--- config.mk ---
export PLATFORM = sky130hd
export DESIGN_NAME = cigar_op_generator_flat
export DESIGN_NICKNAME = d
export VERILOG_FILES = /design/src/design/cog_pkg.sv /design/src/design/cog_blk_if.sv /design/src/design/cog_op_if.sv /design/src/design/cog_cfg_if.sv /design/src/design/cigar_op_generator.sv /design/src/flat_wrapper.sv
export SDC_FILE = /design/constraint.sdc
export NUM_CORES = 1
export LEC_CHECK = 0
export ABC_CLOCK_PERIOD_IN_PS = 11800
export BUFFER_PORTS_ARGS = -buffer_cell sky130_fd_sc_hd__buf_2
export CAP_MARGIN = 20
export CORE_MARGIN = 2
export CORE_UTILIZATION = 35
export DETAILED_ROUTE_END_ITERATION = 10
export GPL_TIMING_DRIVEN = 1
export SLEW_MARGIN = 5
export SYNTH_ARGS = -nofsm -noshare
export SYNTH_HDL_FRONTEND = slang
export SYNTH_SLANG_ARGS = --single-unit
--- constraint.sdc ---
create_clock -name clk -period 11.8 [get_ports clk]
set_input_delay 0 -clock clk [delete_from_list [all_inputs] [get_ports clk]]
set_output_delay 0 -clock clk [all_outputs]
set_load 0.02 [all_outputs]
--- src/design/cog_pkg.sv ---
`timescale 1ns / 1ps

package cog_pkg;

	localparam int GENOME_BITS_DEF  = 36;
	localparam int READ_LEN_MAX_DEF = 4096;

	// Width of the length field on the result channel.
	localparam int OP_LEN_W = 37;
	localparam int JC_W     = 4;

	localparam int NUM_SLOTS = 5;

	// Fixed places in the per-block operation list, in emission order.
	localparam int SLOT_LEAD  = 0;
	localparam int SLOT_GAP   = 1;
	localparam int SLOT_TAILG = 2;
	localparam int SLOT_MATCH = 3;
	localparam int SLOT_CLIP  = 4;

	localparam logic signed [JC_W-1:0] MATE_GAP_CODE = -4'sd3;

	typedef enum logic [2:0] {
		OP_M = 3'd0,
		OP_I = 3'd1,
		OP_D = 3'd2,
		OP_N = 3'd3,
		OP_S = 3'd4,
		OP_P = 3'd5
	} op_kind_t;

endpackage

--- src/design/cog_blk_if.sv ---
`timescale 1ns / 1ps

interface cog_blk_if #(
	parameter int GENOME_BITS  = cog_pkg::GENOME_BITS_DEF,
	parameter int READ_LEN_MAX = cog_pkg::READ_LEN_MAX_DEF
);
	localparam int ReadW = $clog2(READ_LEN_MAX) + 1;
	localparam int MateW = $clog2(READ_LEN_MAX);

	logic                             valid;
	logic                             ready;
	logic                             first_block;
	logic                             last_block;
	logic [GENOME_BITS-1:0]           genome_start;
	logic [ReadW-1:0]                 read_start;
	logic [MateW-1:0]                 block_length;
	logic signed [cog_pkg::JC_W-1:0]  junction_code;
	logic                             annotated;
	logic                             strand;
	logic [MateW-1:0]                 mate1_length;
	logic [MateW-1:0]                 mate2_length;
	logic [ReadW-1:0]                 pair_length;

	modport source (
		output valid, first_block, last_block, genome_start, read_start, block_length,
		       junction_code, annotated, strand, mate1_length, mate2_length, pair_length,
		input  ready
	);

	modport sink (
		input  valid, first_block, last_block, genome_start, read_start, block_length,
		       junction_code, annotated, strand, mate1_length, mate2_length, pair_length,
		output ready
	);
endinterface

--- src/design/cog_op_if.sv ---
`timescale 1ns / 1ps

interface cog_op_if;
	logic                                valid;
	logic                                ready;
	logic [2:0]                          op_kind;
	logic signed [cog_pkg::OP_LEN_W-1:0] op_length;
	logic                                last_op;

	modport source (
		output valid, op_kind, op_length, last_op,
		input  ready
	);

	modport sink (
		input  valid, op_kind, op_length, last_op,
		output ready
	);
endinterface

--- src/design/cog_cfg_if.sv ---
`timescale 1ns / 1ps

interface cog_cfg_if;
	logic valid;
	logic ready;
	logic paired_end;

	modport source (
		output valid, paired_end,
		input  ready
	);

	modport sink (
		input  valid, paired_end,
		output ready
	);
endinterface

--- src/design/cigar_op_generator.sv ---
`timescale 1ns / 1ps
// Each block passes the input stage, the operation list stage and the result register.
// Throughput: one operation per cycle while the result port is ready; a block gives
// operations (1 to 5), drained from its operation list through the single result register.
// Reset: arst_n clears the valid flags, the previous block ends and paired_end to zero.
// The configuration port is always ready.
module cigar_op_generator #(
	parameter int GENOME_BITS  = cog_pkg::GENOME_BITS_DEF,
	parameter int READ_LEN_MAX = cog_pkg::READ_LEN_MAX_DEF
) (
	input  logic       clk,
	input  logic       arst_n,
	cog_cfg_if.sink    cfg,
	cog_blk_if.sink    blocks,
	cog_op_if.source   ops
);

	localparam int ReadW  = $clog2(READ_LEN_MAX) + 1;
	localparam int MateW  = $clog2(READ_LEN_MAX);
	localparam int DW     = ReadW + 2;
	localparam int GsumW  = GENOME_BITS + 1;
	localparam int RsumW  = ReadW + 1;
	localparam int OpLenW = cog_pkg::OP_LEN_W;
	localparam int NS     = cog_pkg::NUM_SLOTS;
	localparam logic signed [DW-1:0] OneX = 1;

	// configuration
	logic paired_q;

	// input stage
	logic                            valid_s1;
	logic                            first_s1;
	logic                            last_s1;
	logic [GENOME_BITS-1:0]          g_s1;
	logic [ReadW-1:0]                r_s1;
	logic [MateW-1:0]                len_s1;
	logic signed [cog_pkg::JC_W-1:0] jc_s1;
	logic                            annot_s1;
	logic                            strand_s1;
	logic [MateW-1:0]                m1_s1;
	logic [MateW-1:0]                m2_s1;
	logic [ReadW-1:0]                pair_s1;

	// state carried between blocks
	logic [GENOME_BITS-1:0] prev_g_q;
	logic [ReadW-1:0]       prev_r_q;

	// operation list stage
	cog_pkg::op_kind_t          kind_s2 [NS];
	logic signed [OpLenW-1:0]   len_s2  [NS];
	logic [NS-1:0]              pend_s2;
	logic                       last_s2;

	// result register
	logic                       out_valid_q;
	cog_pkg::op_kind_t          out_kind_q;
	logic signed [OpLenW-1:0]   out_len_q;
	logic                       out_last_q;

	// combinational
	cog_pkg::op_kind_t          kind_c [NS];
	logic signed [OpLenW-1:0]   len_c  [NS];
	logic [NS-1:0]              v_c;
	logic [MateW-1:0]           mate;
	logic signed [DW-1:0]       r_x, mate_x, prev_r_x, len_x, pair_x, end_x;
	logic signed [DW-1:0]       lead_first, lead_mate, tail_gap, ins_len, trail_len;
	logic                       r_lt_mate;
	logic [GsumW-1:0]           gdiff;
	logic                       overlap;
	logic [GsumW-1:0]           gsum;
	logic [RsumW-1:0]           rsum;
	logic                       out_free, pop, list_free, s1_move;
	logic [NS-1:0]              sel, pend_left;
	cog_pkg::op_kind_t          pick_kind;
	logic signed [OpLenW-1:0]   pick_len;

	function automatic logic is_pos(input logic signed [DW-1:0] x);
		is_pos = !x[DW-1] && (x != '0);
	endfunction

	assign cfg.ready = 1'b1;

	always_ff @(posedge clk or negedge arst_n) begin
		if (!arst_n) begin
			paired_q <= 1'b0;
		end else if (cfg.valid) begin
			paired_q <= cfg.paired_end;
		end
	end

	// list drain and handshake
	assign out_free  = !out_valid_q || ops.ready;
	assign pop       = (pend_s2 != '0) && out_free;
	assign sel       = pend_s2 & (~pend_s2 + NS'(1));
	assign pend_left = pend_s2 & ~sel;
	assign list_free = (pend_s2 == '0) || (pop && (pend_left == '0));
	assign s1_move   = valid_s1 && list_free;
	assign blocks.ready = !valid_s1 || s1_move;

	always_ff @(posedge clk or negedge arst_n) begin
		if (!arst_n) begin
			valid_s1 <= 1'b0;
		end else if (blocks.ready) begin
			valid_s1 <= blocks.valid;
		end
	end

	always_ff @(posedge clk) begin
		if (blocks.valid && blocks.ready) begin
			first_s1  <= blocks.first_block;
			last_s1   <= blocks.last_block;
			g_s1      <= blocks.genome_start;
			r_s1      <= blocks.read_start;
			len_s1    <= blocks.block_length;
			jc_s1     <= blocks.junction_code;
			annot_s1  <= blocks.annotated;
			strand_s1 <= blocks.strand;
			m1_s1     <= blocks.mate1_length;
			m2_s1     <= blocks.mate2_length;
			pair_s1   <= blocks.pair_length;
		end
	end

	// operation lengths for the block in the input stage
	always_comb begin
		mate     = (paired_q && strand_s1) ? m2_s1 : m1_s1;
		r_x      = $signed(DW'(r_s1));
		mate_x   = $signed(DW'(mate));
		prev_r_x = $signed(DW'(prev_r_q));
		len_x    = $signed(DW'(len_s1));
		pair_x   = $signed(DW'(pair_s1));
		r_lt_mate = r_s1 < ReadW'(mate);

		tail_gap   = r_x - mate_x - OneX;
		lead_first = r_lt_mate ? r_x : tail_gap;
		lead_mate  = mate_x - prev_r_x;
		ins_len    = r_x - prev_r_x;
		end_x      = r_lt_mate ? mate_x : pair_x;
		trail_len  = end_x - r_x - len_x;

		// borrow out of the subtraction marks overlapping mates; the same word,
		// read as signed, is the negative overlap length
		gdiff   = {1'b0, g_s1} - {1'b0, prev_g_q};
		overlap = gdiff[GsumW-1];

		gsum = {1'b0, g_s1} + GsumW'(len_s1);
		rsum = {1'b0, r_s1} + RsumW'(len_s1);
	end

	// fill the fixed slots of the operation list
	always_comb begin
		for (int i = 0; i < NS; i++) begin
			kind_c[i] = cog_pkg::OP_S;
			len_c[i]  = '0;
			v_c[i]    = 1'b0;
		end

		len_c[cog_pkg::SLOT_GAP] = OpLenW'($signed(gdiff));

		if (first_s1) begin
			len_c[cog_pkg::SLOT_LEAD] = OpLenW'(lead_first);
			v_c[cog_pkg::SLOT_LEAD]   = is_pos(lead_first);
		end else if (overlap) begin
			kind_c[cog_pkg::SLOT_GAP] = cog_pkg::OP_P;
			v_c[cog_pkg::SLOT_GAP]    = 1'b1;
		end else if (jc_s1 == cog_pkg::MATE_GAP_CODE) begin
			len_c[cog_pkg::SLOT_LEAD]  = OpLenW'(lead_mate);
			v_c[cog_pkg::SLOT_LEAD]    = is_pos(lead_mate);
			kind_c[cog_pkg::SLOT_GAP]  = cog_pkg::OP_P;
			v_c[cog_pkg::SLOT_GAP]     = 1'b1;
			len_c[cog_pkg::SLOT_TAILG] = OpLenW'(tail_gap);
			v_c[cog_pkg::SLOT_TAILG]   = is_pos(tail_gap);
		end else begin
			kind_c[cog_pkg::SLOT_LEAD] = cog_pkg::OP_I;
			len_c[cog_pkg::SLOT_LEAD]  = OpLenW'(ins_len);
			v_c[cog_pkg::SLOT_LEAD]    = is_pos(ins_len);
			// canonical or annotated junctions always give N, even of length zero
			if (!jc_s1[cog_pkg::JC_W-1] || annot_s1) begin
				kind_c[cog_pkg::SLOT_GAP] = cog_pkg::OP_N;
				v_c[cog_pkg::SLOT_GAP]    = 1'b1;
			end else begin
				kind_c[cog_pkg::SLOT_GAP] = cog_pkg::OP_D;
				v_c[cog_pkg::SLOT_GAP]    = (gdiff != '0);
			end
		end

		kind_c[cog_pkg::SLOT_MATCH] = cog_pkg::OP_M;
		len_c[cog_pkg::SLOT_MATCH]  = OpLenW'(len_s1);
		v_c[cog_pkg::SLOT_MATCH]    = 1'b1;

		len_c[cog_pkg::SLOT_CLIP] = OpLenW'(trail_len);
		v_c[cog_pkg::SLOT_CLIP]   = last_s1 && is_pos(trail_len);
	end

	// advance the block ends when the block leaves the input stage; saturate on overflow
	always_ff @(posedge clk or negedge arst_n) begin
		if (!arst_n) begin
			prev_g_q <= '0;
			prev_r_q <= '0;
		end else if (s1_move) begin
			prev_g_q <= gsum[GsumW-1] ? '1 : gsum[GENOME_BITS-1:0];
			prev_r_q <= rsum[RsumW-1] ? '1 : rsum[ReadW-1:0];
		end
	end

	always_ff @(posedge clk or negedge arst_n) begin
		if (!arst_n) begin
			pend_s2 <= '0;
		end else if (s1_move) begin
			pend_s2 <= v_c;
		end else if (pop) begin
			pend_s2 <= pend_left;
		end
	end

	always_ff @(posedge clk) begin
		if (s1_move) begin
			kind_s2 <= kind_c;
			len_s2  <= len_c;
			last_s2 <= last_s1;
		end
	end

	// pick the lowest pending slot
	always_comb begin
		pick_kind = cog_pkg::OP_M;
		pick_len  = '0;
		for (int i = 0; i < NS; i++) begin
			if (sel[i]) begin
				pick_kind = kind_s2[i];
				pick_len  = len_s2[i];
			end
		end
	end

	always_ff @(posedge clk or negedge arst_n) begin
		if (!arst_n) begin
			out_valid_q <= 1'b0;
		end else if (pop) begin
			out_valid_q <= 1'b1;
		end else if (ops.ready) begin
			out_valid_q <= 1'b0;
		end
	end

	always_ff @(posedge clk) begin
		if (pop) begin
			out_kind_q <= pick_kind;
			out_len_q  <= pick_len;
			out_last_q <= last_s2 && (pend_left == '0);
		end
	end

	assign ops.valid     = out_valid_q;
	assign ops.op_kind   = out_kind_q;
	assign ops.op_length = out_len_q;
	assign ops.last_op   = out_last_q;

	// a freshly loaded list always holds its match operation
	a_list_has_match: assert property (@(posedge clk) disable iff (!arst_n)
		s1_move |=> pend_s2[cog_pkg::SLOT_MATCH])
		else $error("operation list loaded without M");

	a_pick_onehot: assert property (@(posedge clk) disable iff (!arst_n)
		pop |-> $onehot(sel))
		else $error("drain select not one-hot");

	a_pop_fills_out: assert property (@(posedge clk) disable iff (!arst_n)
		pop |=> out_valid_q)
		else $error("popped operation not presented");

	a_s1_held: assert property (@(posedge clk) disable iff (!arst_n)
		(valid_s1 && !s1_move) |=> valid_s1)
		else $error("stalled block dropped from input stage");

endmodule
--- src/flat_wrapper.sv ---
// flat-port wrapper written by rule: the top's interface ports become plain ports
module cigar_op_generator_flat 
#(
	parameter int GENOME_BITS  = cog_pkg::GENOME_BITS_DEF,
	parameter int READ_LEN_MAX = cog_pkg::READ_LEN_MAX_DEF
)
  (clk, arst_n, cfg_valid, cfg_paired_end, cfg_ready, blocks_valid, blocks_first_block, blocks_last_block, blocks_genome_start, blocks_read_start, blocks_block_length, blocks_junction_code, blocks_annotated, blocks_strand, blocks_mate1_length, blocks_mate2_length, blocks_pair_length, blocks_ready, ops_valid, ops_op_kind, ops_op_length, ops_last_op, ops_ready);
  cog_cfg_if cfg_i ();
  cog_blk_if #(.GENOME_BITS(GENOME_BITS), .READ_LEN_MAX(READ_LEN_MAX)) blocks_i ();
  cog_op_if ops_i ();
  input  logic clk;
  input  logic arst_n;
  input wire logic [$bits(cfg_i.valid)-1:0] cfg_valid;
  input wire logic [$bits(cfg_i.paired_end)-1:0] cfg_paired_end;
  output wire logic [$bits(cfg_i.ready)-1:0] cfg_ready;
  input wire logic [$bits(blocks_i.valid)-1:0] blocks_valid;
  input wire logic [$bits(blocks_i.first_block)-1:0] blocks_first_block;
  input wire logic [$bits(blocks_i.last_block)-1:0] blocks_last_block;
  input wire logic [$bits(blocks_i.genome_start)-1:0] blocks_genome_start;
  input wire logic [$bits(blocks_i.read_start)-1:0] blocks_read_start;
  input wire logic [$bits(blocks_i.block_length)-1:0] blocks_block_length;
  input wire logic [$bits(blocks_i.junction_code)-1:0] blocks_junction_code;
  input wire logic [$bits(blocks_i.annotated)-1:0] blocks_annotated;
  input wire logic [$bits(blocks_i.strand)-1:0] blocks_strand;
  input wire logic [$bits(blocks_i.mate1_length)-1:0] blocks_mate1_length;
  input wire logic [$bits(blocks_i.mate2_length)-1:0] blocks_mate2_length;
  input wire logic [$bits(blocks_i.pair_length)-1:0] blocks_pair_length;
  output wire logic [$bits(blocks_i.ready)-1:0] blocks_ready;
  output wire logic [$bits(ops_i.valid)-1:0] ops_valid;
  output wire logic [$bits(ops_i.op_kind)-1:0] ops_op_kind;
  output wire logic [$bits(ops_i.op_length)-1:0] ops_op_length;
  output wire logic [$bits(ops_i.last_op)-1:0] ops_last_op;
  input wire logic [$bits(ops_i.ready)-1:0] ops_ready;
  assign cfg_i.valid = cfg_valid;
  assign cfg_i.paired_end = cfg_paired_end;
  assign cfg_ready = cfg_i.ready;
  assign blocks_i.valid = blocks_valid;
  assign blocks_i.first_block = blocks_first_block;
  assign blocks_i.last_block = blocks_last_block;
  assign blocks_i.genome_start = blocks_genome_start;
  assign blocks_i.read_start = blocks_read_start;
  assign blocks_i.block_length = blocks_block_length;
  assign blocks_i.junction_code = blocks_junction_code;
  assign blocks_i.annotated = blocks_annotated;
  assign blocks_i.strand = blocks_strand;
  assign blocks_i.mate1_length = blocks_mate1_length;
  assign blocks_i.mate2_length = blocks_mate2_length;
  assign blocks_i.pair_length = blocks_pair_length;
  assign blocks_ready = blocks_i.ready;
  assign ops_valid = ops_i.valid;
  assign ops_op_kind = ops_i.op_kind;
  assign ops_op_length = ops_i.op_length;
  assign ops_last_op = ops_i.last_op;
  assign ops_i.ready = ops_ready;
  cigar_op_generator #(.GENOME_BITS(GENOME_BITS), .READ_LEN_MAX(READ_LEN_MAX)) u_core (.clk(clk), .arst_n(arst_n), .cfg(cfg_i), .blocks(blocks_i), .ops(ops_i));
endmodule
==> run summary, run 1 <==
Status: finished, final reports clean
Synth area leaders: sky130_fd_sc_hd__edfxtp_1 40%, sky130_fd_sc_hd__dfrtp_1 7.7%, sky130_fd_sc_hd__ha_1 7.6%, sky130_fd_sc_hd__xnor2_1 3.9%, sky130_fd_sc_hd__o21ai_0 2.9%
Maximum ir drop on the vdd rail: 0.144 mV
Global route overflow: 0
Y dimension of the die: 234 um
Proportion of synthesized chip area in sequential cells: 47.8%
Count of flip-flops with a built-in enable after synthesis: 247
Number of placed I/O pins: 156
Start point of the critical path: u_core.paired_q
Synthesized area: 18500 um^2
Fraction of registers with async set/reset: 18.8%
Min-Delay Startpoint: blocks_read_start[2]
Worst path arrival time: 7640 ps
Endpoints failing setup: 0
Average cell area after synthesis: 10.6 um^2
Clock tree sinks: 304
Count of unique library cells instantiated by Yosys: 97
Power density relative to cell area: 328 nW/um^2
Clock latency on the worst-skew pair: 570 ps
First-pass GRT wire length: 84700 um
FMAX: 138 MHz
Clock-pin slew on the worst setup and hold paths: 60 ps
Hold Violations, Final: 0
Top cell type by total area after synthesis: sky130_fd_sc_hd__edfxtp_1
Total Negative Setup Slacks: 0 ps
Antenna viol nets, final: 0
Fraction of layout instances using a drive strength above 1: 12.9%
TritonCTS clock tree: yes
Relative slew margins: 33.4%
Via total after detailed routing: 14580
Final weighted congestion of routability-driven global placement: 0.924
Maximum number of pins on one net before global-route repair: 66
Clock period minus worst slack: 7240 ps
CTS-repair resized insts: 0
Number of antenna violations at the first check in global routing: 0
Chip Width: 234 um
Core Area: 52400 um^2
Post-route fraction of the period consumed by the critical path: 61.4%
Effective utilization at floorplan: 35.3%
CTS root buf: sky130_fd_sc_hd__clkbuf_16
Die footprint: 54700 um^2
DP Area: 20000 um^2
H-tree levels: 2
Finished Cell Area: 22400 um^2
Most used flip-flop cell after synthesis: sky130_fd_sc_hd__edfxtp_1
Class of the worst hold path: in -> reg
Top library cells by usage in the layout, fill and taps aside: 247 x sky130_fd_sc_hd__edfxtp_1, 154 x sky130_fd_sc_hd__buf_2, 138 x sky130_fd_sc_hd__inv_1, 130 x sky130_fd_sc_hd__nor2_1, 121 x sky130_fd_sc_hd__nand2_1
Number of buffers created by CTS: 37
Share of the synthesized area in the top cell type: 40.1%
Vias in the first global route: 14068
Final-report max-slew violation count: 0
RSZ-0062 raised after global routing: false
Post-layout nets: 2241
Worst setup SP type: register
Warning count from the yosys run: 0
DR iter-0 viols: 1272
Post-synthesis instance total: 1745
Critical path data required time: 12200 ps
Reg-to-reg critical path startpoint: u_core.paired_q
Via density per instance: 5.37
Area delta synth->final: 21.1%
Detailed-route wire length per cell: 21.0 um
Transition time at the pin with the least slew margin: 986 ps
Detailed placer's ending HPWL: 41900 um
Flop and latch count out of synthesis: 304
Routed wire length: 56900 um
Maximum root-to-sink buffer count: 3
Number of remaining DRC errors: 0
First-pass iteration count of the detailed router: 7
Number of antenna cells inserted: 0
Count of maximum capacitance violations: 0
Kind of end point of the critical path: register
Number of input and output port buffers inserted: 154
Worst clock skew: 35.1 ps
Pleak: 9.15 nW
Overall global routing resource usage: 20.7%
Worst Setup Path Type: reg -> reg
Number of placement rows: 84
Net count after synthesis: 1988
Leading cell type in the layout, fill and taps excluded: sky130_fd_sc_hd__edfxtp_1
Critical Path Fanout Max: 24
## repair_timing
action	CTS	global route
buffers inserted	0	0
hold endpoints to repair	168	0
hold buffers	111	0
## through the flow
step	instances	setup slack, ps	util (%)	power (mW)	hold slack [ps]
2_1_floorplan	1745	5760	-	4.90	-296
3_3_place_gp	2534	4940	38.0	5.98	177
3_5_place_dp	2535	4690	38.0	6.04	178
4_1_cts	2714	4650	42.7	7.34	100
5_1_grt	2715	4160	42.7	7.86	121
6_report	2715	4560	42.7	7.35	126
## sequential cells by signal, summed over array words and instances, names as in the netlist, 3 cells and up
| register | flops |
|---|---|
| u_core.len_s2 | 94 |
| u_core.ops.op_length | 37 |
| u_core.g_s1 | 36 |
| u_core.prev_g_q | 36 |
| u_core.pair_s1 | 13 |
| u_core.prev_r_q | 13 |
| u_core.r_s1 | 13 |
| u_core.len_s1 | 12 |
| u_core.m1_s1 | 12 |
| u_core.m2_s1 | 12 |
| u_core.kind_s2 | 5 |
| u_core.pend_s2 | 5 |
| u_core.jc_s1 | 4 |
| u_core.ops.op_kind | 3 |
## final cells by class
type                            count  area, um^2
Fill cell                        4951       30000
Timing Repair Buffer              279        1990
Clock inverter                     20         353
Sequential cell                   304        8840
Inverter                          140         528
Multi-Input combinational cell   1236        8850
Tap cell                          688         861
Clock buffer                       48         967
## synthesized netlist by cell type (all sizes together), types with 18 or more instances
| master | instances |
|---|---|
| dfrtp | 57 |
| clkbuf | 52 |
| o211ai | 25 |
| ha | 113 |
| fa | 18 |
| and3 | 19 |
| nand2 | 122 |
| a22oi | 25 |
| xnor2 | 87 |
| a211oi | 19 |
| a21o | 50 |
| mux2i | 18 |
| a31oi | 27 |
| nor2b | 24 |
| xor2 | 29 |
| nand3 | 32 |
| o21ai | 111 |
| inv | 139 |
| nor3 | 35 |
| edfxtp | 247 |
| nor2 | 131 |
| a21oi | 82 |
## logic make-up (layout without fill, tap and decap cells)
group,count (synthesis),count (layout),share of synthesized area (%)
AO/OA/AOI/OAI,493,493,18.3
flip-flops,304,304,47.8
multiplexers,22,22,1.22
AND/OR/NAND/NOR,470,470,12.7
XOR/XNOR,117,117,5.78
buffers and inverters,205,487,4.44
adder cells (fa/ha/maj),133,133,9.70
other,1,1,0.0203
## path summary, 6_finish.rpt
kind,slack (ps),endpoint,cells after the start
min in group asynchronous,200,u_core.prev_g_q[34],3
max in group asynchronous,10930,u_core.pend_s2[4],3
worst max register to register,4560,u_core.pend_s2[4],24
worst min register to register,490,u_core.prev_g_q[24],1
worst max-delay path,4560,u_core.pend_s2[4],24
worst min-delay path,130,u_core.r_s1[2],2
## critical path, stage by stage, from the launching register on
cell and delay, ps:
sky130_fd_sc_hd__dfrtp_1 760, sky130_fd_sc_hd__and2_1 470, sky130_fd_sc_hd__mux2i_1 750, sky130_fd_sc_hd__fa_1 390, sky130_fd_sc_hd__a31o_2 130, sky130_fd_sc_hd__a31o_1 220
sky130_fd_sc_hd__a31o_1 260, sky130_fd_sc_hd__a211oi_1 150, sky130_fd_sc_hd__nor2_2 620, sky130_fd_sc_hd__buf_4 370, sky130_fd_sc_hd__a21oi_1 130, sky130_fd_sc_hd__fa_1 540
sky130_fd_sc_hd__inv_1 40, sky130_fd_sc_hd__ha_1 330, sky130_fd_sc_hd__nor2b_1 150, sky130_fd_sc_hd__o21a_1 170, sky130_fd_sc_hd__o21ai_0 250, sky130_fd_sc_hd__a21oi_1 110
sky130_fd_sc_hd__o21a_1 200, sky130_fd_sc_hd__o21ai_0 150, sky130_fd_sc_hd__nand2b_1 70, sky130_fd_sc_hd__a211oi_1 300, sky130_fd_sc_hd__o211ai_1 110, sky130_fd_sc_hd__nor4_1 230
sky130_fd_sc_hd__a41oi_1 160
## power breakdown
part / internal (mW) / switching, mW
clock network: 0.781 / 0.465
logic: 1.47 / 2.49
registers: 1.86 / 0.293
## metal layers
metal | global-route usage [%] | vias up | part of all wire [%]
met5 | 0 | - | 0
met4 | 7.85 | 0 | 3.8
met1 | 29.2 | 6958 | 45
li1 | - | 6975 | -
met3 | 4.43 | 106 | 7.3
met2 | 31.0 | 541 | 43
Power figures use the tool's default switching activity.
==> run 2, diff against run 1 <==
- ABC_CLOCK_PERIOD_IN_PS: 11800 -> 6100
- clock period: 11.8 -> 6.1 ns (I/O delays scaled with it)
==> run summary, run 2 (synthesis results as in run 1) <==
Endpoints failing setup: 0
Clock-pin slew on the worst setup and hold paths: 60 ps
Clock tree sinks: 304
Register with the most flip-flops: u_core.len_s2
Detailed placer's ending HPWL: 42800 um
Worst Setup Path Type: reg -> reg
Effective utilization at floorplan: 35.3%
Via total after detailed routing: 14643
Class of the worst hold path: in -> reg
Power density relative to cell area: 633 nW/um^2
Die footprint: 54700 um^2
Critical path buffers and inverters: 3
Final-report max-slew violation count: 0
Core Area: 52400 um^2
Pleak: 9.25 nW
Number of standard cells in the final layout excluding fillers: 2736
Cell at the slowest stage of the critical path: sky130_fd_sc_hd__fa_1
Largest stage delay, worst path: 540 ps
Chip Width: 234 um
CTS root buf: sky130_fd_sc_hd__clkbuf_16
Number of antenna violations at the first check in global routing: 0
Number of inserted filler cells in the final layout: 4929
Detailed-route wire length per cell: 20.9 um
Post-route fraction of the period consumed by the critical path: 94.3%
Fraction of layout instances using a drive strength above 1: 14.2%
Number of buffers created by CTS: 38
Count of maximum capacitance violations: 0
FMAX: 174 MHz
DR iter-0 viols: 1267
Number of placed I/O pins: 156
Worst slack at placement: 214 ps
Kind of end point of the critical path: register
Top library cells by usage in the layout, fill and taps aside: 247 x sky130_fd_sc_hd__edfxtp_1, 154 x sky130_fd_sc_hd__buf_2, 138 x sky130_fd_sc_hd__inv_1, 130 x sky130_fd_sc_hd__nor2_1, 121 x sky130_fd_sc_hd__nand2_1
Count of placed standard cells including taps: 2554
Via density per instance: 5.35
First-pass iteration count of the detailed router: 5
Global route overflow: 0
Vias in the first global route: 14033
Hold Violations, Final: 0
Y dimension of the die: 234 um
CP top delay family: compound AO/OA/AOI/OAI gates
Final setup slack of the worst path: 351 ps
Clock period minus worst slack: 5750 ps
Transition time at the pin with the least slew margin: 990 ps
Area delta synth->final: 22.1%
Leading cell type in the layout, fill and taps excluded: sky130_fd_sc_hd__edfxtp_1
Critical Path Fanout Max: 5
Final worst hold slack: 133 ps
Maximum ir drop on the vdd rail: 0.283 mV
First-pass GRT wire length: 86000 um
Worst clock skew: 24.5 ps
Critical path data required time: 6570 ps
Flip-flop count of the largest register, all copies and words added: 94
TritonCTS clock tree: yes
Worst setup SP type: register
Overall Power: 14.3 mW
Reg2Reg Setup Slack: 350 ps
Number of antenna cells inserted: 0
Total Negative Setup Slacks: 0 ps
Antenna viol nets, final: 0
Relative slew margins: 33.2%
Number of placement rows: 84
Overall global routing resource usage: 20.9%
Routed wire length: 57100 um
Status: finished, final reports clean
Cell with the most instances on the worst path: sky130_fd_sc_hd__inv_1
Number of remaining DRC errors: 0
Maximum root-to-sink buffer count: 3
Worst path arrival time: 6220 ps
Maximum number of pins on one net before global-route repair: 74
H-tree levels: 2
Final weighted congestion of routability-driven global placement: 0.935
Clock latency on the worst-skew pair: 580 ps
Number of input and output port buffers inserted: 154
Post-layout nets: 2261
run 2: changes by cell type in the layout (fill, tap and decap cells not counted), sizes merged:
cell,before,now
clkinv,9,15
bufinv,9,6
clkbuf,48,45
buf,168,187
clkinvlp,1,3
run 2: through the flow:
step / util [%] / instance area [um^2]
after floorplan: - / 18500
after global placement: 38.4 / 20100
after detailed placement: 38.4 / 20100
after CTS: 43.0 / 22600
after global routing: 43.1 / 22600
final: 43.1 / 22600
run 2: area by class of cell:
class	instances	area, um^2	share of cell area [%]
inverter	140	528	2.34
clock inverter	25	335	1.49
timing repair buffer	298	2150	9.54
multi-input combinational	1236	8870	39.3
sequential	304	8840	39.2
clock buffer	45	987	4.37
tap	688	861	3.81
run 2: metal layers:
metal  vias up  part of all wire [%]  track usage [%]  routed length (um)
met4         0                   1.9             5.48                1090
met3        64                   5.9             3.03                3350
met2       454                    45             32.2               25500
li1       7014                     -                -                   -
met5         -                     0                0                   0
met1      7111                    48             30.6               27100
run 2: worst register-to-register path, delay by kind of cell (launching register included):
kind,cells,cell delay [ps]
flops,1,370
fa+ha+maj,4,1440
simple gates,5,600
mux,1,140
compound gates,14,2910
buf+inv,3,170
run 2: worst paths after layout:
| path | endpoint | depth (start not counted) | startpoint |
|---|---|---|---|
| max in group asynchronous | u_core.pend_s2[4] | 3 | arst_n |
| max reg2reg | u_core.pend_s2[4] | 27 | u_core.paired_q |
| min in group asynchronous | u_core.prev_g_q[32] | 3 | arst_n |
| min reg2reg | u_core.prev_g_q[20] | 2 | u_core.prev_g_q[20] |
| min | u_core.g_s1[26] | 2 | blocks_genome_start[26] |
| max | u_core.pend_s2[4] | 27 | u_core.paired_q |
run 2: repair_timing:
item	4_1_cts	5_1_grt
resized for setup	0	5
setup buffers	0	1
endpoints found under the hold margin	168	0
setup endpoints to repair	0	2
hold buffers	111	0
run 2: where the power goes:
| part | leakage (nW) | switching [mW] | internal [mW] | total (mW) |
|---|---|---|---|---|
| Combinational | 5.58 | 4.93 | 2.91 | 7.84 |
| Sequential | 3.03 | 0.493 | 3.58 | 4.08 |
| Clock | 0.634 | 0.940 | 1.43 | 2.37 |
==> run 3, diff against run 2 <==
- CORE_ASPECT_RATIO: not set -> 0.9
==> run summary, run 3 (synthesis results as in run 1) <==
Flip-flop count of the largest register, all copies and words added: 94
RSZ-0062 raised after global routing: false
Kind of end point of the critical path: register
Number of antenna cells inserted: 0
Relative slew margins: 22.7%
Destination of the worst register-to-register timing path: u_core.pend_s2[4]
Cell at the slowest stage of the critical path: sky130_fd_sc_hd__fa_1
Count of maximum capacitance violations: 0
Transition time at the pin with the least slew margin: 1140 ps
Hold Violations, Final: 0
Critical path data required time: 6580 ps
Number of placement rows: 79
Final weighted congestion of routability-driven global placement: 0.932
Clock tree sinks: 304
Top library cells by usage in the layout, fill and taps aside: 247 x sky130_fd_sc_hd__edfxtp_1, 154 x sky130_fd_sc_hd__buf_2, 138 x sky130_fd_sc_hd__inv_1, 130 x sky130_fd_sc_hd__nor2_1, 121 x sky130_fd_sc_hd__nand2_1
Fraction of power consumed by combinational cells: 55.6%
Number of input and output port buffers inserted: 154
Number of remaining DRC errors: 0
Worst setup SP type: register
Finished Cell Area: 22400 um^2
Count of placed standard cells including taps: 2549
Critical Path Fanout Max: 18
Terminating pin of the worst hold path: u_core.len_s1[11]
Global route overflow: 0
Chip Width: 246 um
H-tree levels: 2
Sequential share of power: 29.0%
Number of buffers created by CTS: 37
DR iter-0 viols: 1326
Portion of total power attributed to the clock network: 15.3%
Leading cell type in the layout, fill and taps excluded: sky130_fd_sc_hd__edfxtp_1
Effective utilization at floorplan: 35.6%
Via total after detailed routing: 14693
TritonCTS clock tree: yes
Final-report max-slew violation count: 0
FMAX: 177 MHz
Area delta synth->final: 21.3%
Number of placed I/O pins: 156
Vias in the first global route: 14127
Detailed-route wire length per cell: 20.8 um
Antenna viol nets, final: 0
Status: finished, final reports clean
Y dimension of the die: 222 um
Number of antenna violations at the first check in global routing: 0
Reg-to-reg critical path startpoint: u_core.paired_q
Reg2Reg Setup Slack: 440 ps
Maximum ir drop on the vdd rail: 0.262 mV
Critical path buffers and inverters: 3
Register with the most flip-flops: u_core.len_s2
CTS root buf: sky130_fd_sc_hd__clkbuf_16
Clock-pin slew on the worst setup and hold paths: 60 ps
Pleak: 9.16 nW
Worst clock skew: 27.6 ps
Power density relative to cell area: 630 nW/um^2
Switching part of the total: 45.3%
First-pass GRT wire length: 85300 um
Class of the worst hold path: in -> reg
Routed wire length: 56900 um
Net load switching power: 6.41 mW
Overall Power: 14.1 mW
CP top delay family: compound AO/OA/AOI/OAI gates
Worst path arrival time: 6140 ps
First-pass iteration count of the detailed router: 5
Reg2Reg Depth: 26
Detailed placer's ending HPWL: 42400 um
Number of inserted filler cells in the final layout: 4983
Clock latency on the worst-skew pair: 580 ps
Number of standard cells in the final layout excluding fillers: 2730
Count of cells along the worst hold path: 2
Maximum root-to-sink buffer count: 3
Via density per instance: 5.38
Fraction of layout instances using a drive strength above 1: 14.2%
Min-Delay Startpoint: blocks_block_length[11]
Endpoints failing setup: 0
Post-route fraction of the period consumed by the critical path: 92.7%
Core Util, Final: 43.2%
Worst Setup Path Type: reg -> reg
Power Internal: 7.73 mW
Maximum number of pins on one net before global-route repair: 79
Largest stage delay, worst path: 500 ps
Die footprint: 54700 um^2
Total Negative Setup Slacks: 0 ps
Post-layout nets: 2256
Core Area: 52000 um^2
Overall global routing resource usage: 20.6%
Clock period minus worst slack: 5660 ps
DP Area: 20100 um^2
## run 3: changes by cell type in the layout (fill, tap and decap cells not counted), sizes merged
cell / change
clkinv: +1
clkbuf: +1
bufinv: -4
buf: -4
## run 3: area by class of cell
class                           instances  area, um^2  share of cell area, %
Multi-Input combinational cell       1236        8910                   39.7
Sequential cell                       304        8840                   39.4
Timing Repair Buffer                  294        2100                   9.37
Clock inverter                         22         228                   1.01
Inverter                              140         528                   2.35
Tap cell                              688         861                   3.84
Clock buffer                           46         960                   4.28
## run 3: through the flow
step                      hold slack (ps)  setup slack, ps
after floorplan                      -296             59.9
after global placement                177              229
after detailed placement              178              145
after CTS                            95.9              128
after global routing                  116             5.08
final                                 132              444
## run 3: power groups by stage
stage / Clock, mW / Sequential, mW / Combinational, mW
floorplan: 0 / 4.14 / 5.33
global placement: 0 / 4.13 / 7.52
detailed placement: 0 / 4.14 / 7.60
CTS: 2.22 / 4.11 / 7.70
global route: 2.30 / 4.18 / 8.64
finish: 2.16 / 4.11 / 7.87
## run 3: worst max path at each step
stage | start | endpoint | slack [ps] | cells after the start
3_3_place_gp | u_core.paired_q | u_core.pend_s2[4] | 230 | 27
6_report | u_core.paired_q | u_core.pend_s2[4] | 440 | 26
5_1_grt | u_core.paired_q | u_core.pend_s2[4] | 5 | 27
2_1_floorplan | u_core.paired_q | u_core.pend_s2[4] | 60 | 31
3_5_place_dp | u_core.paired_q | u_core.pend_s2[4] | 150 | 27
4_1_cts | u_core.paired_q | u_core.pend_s2[4] | 130 | 27
## run 3: layer usage
layer | part of all wire [%] | global-route usage, % | routed length [um] | vias up
met2 | 43 | 30.4 | 24300 | 494
met5 | 0 | 0 | 0 | -
li1 | - | - | - | 6992
met4 | 2.8 | 6.72 | 1580 | 0
met3 | 7.7 | 4.43 | 4390 | 97
met1 | 47 | 29.8 | 26600 | 7110
## run 3: what timing repair did
| item | 4_1_cts | 5_1_grt |
|---|---|---|
| buffers inserted | 0 | 2 |
| hold buffers | 111 | 0 |
| hold endpoints to repair | 168 | 0 |
| endpoints found under the setup margin | 0 | 5 |
| resized for setup | 0 | 14 |
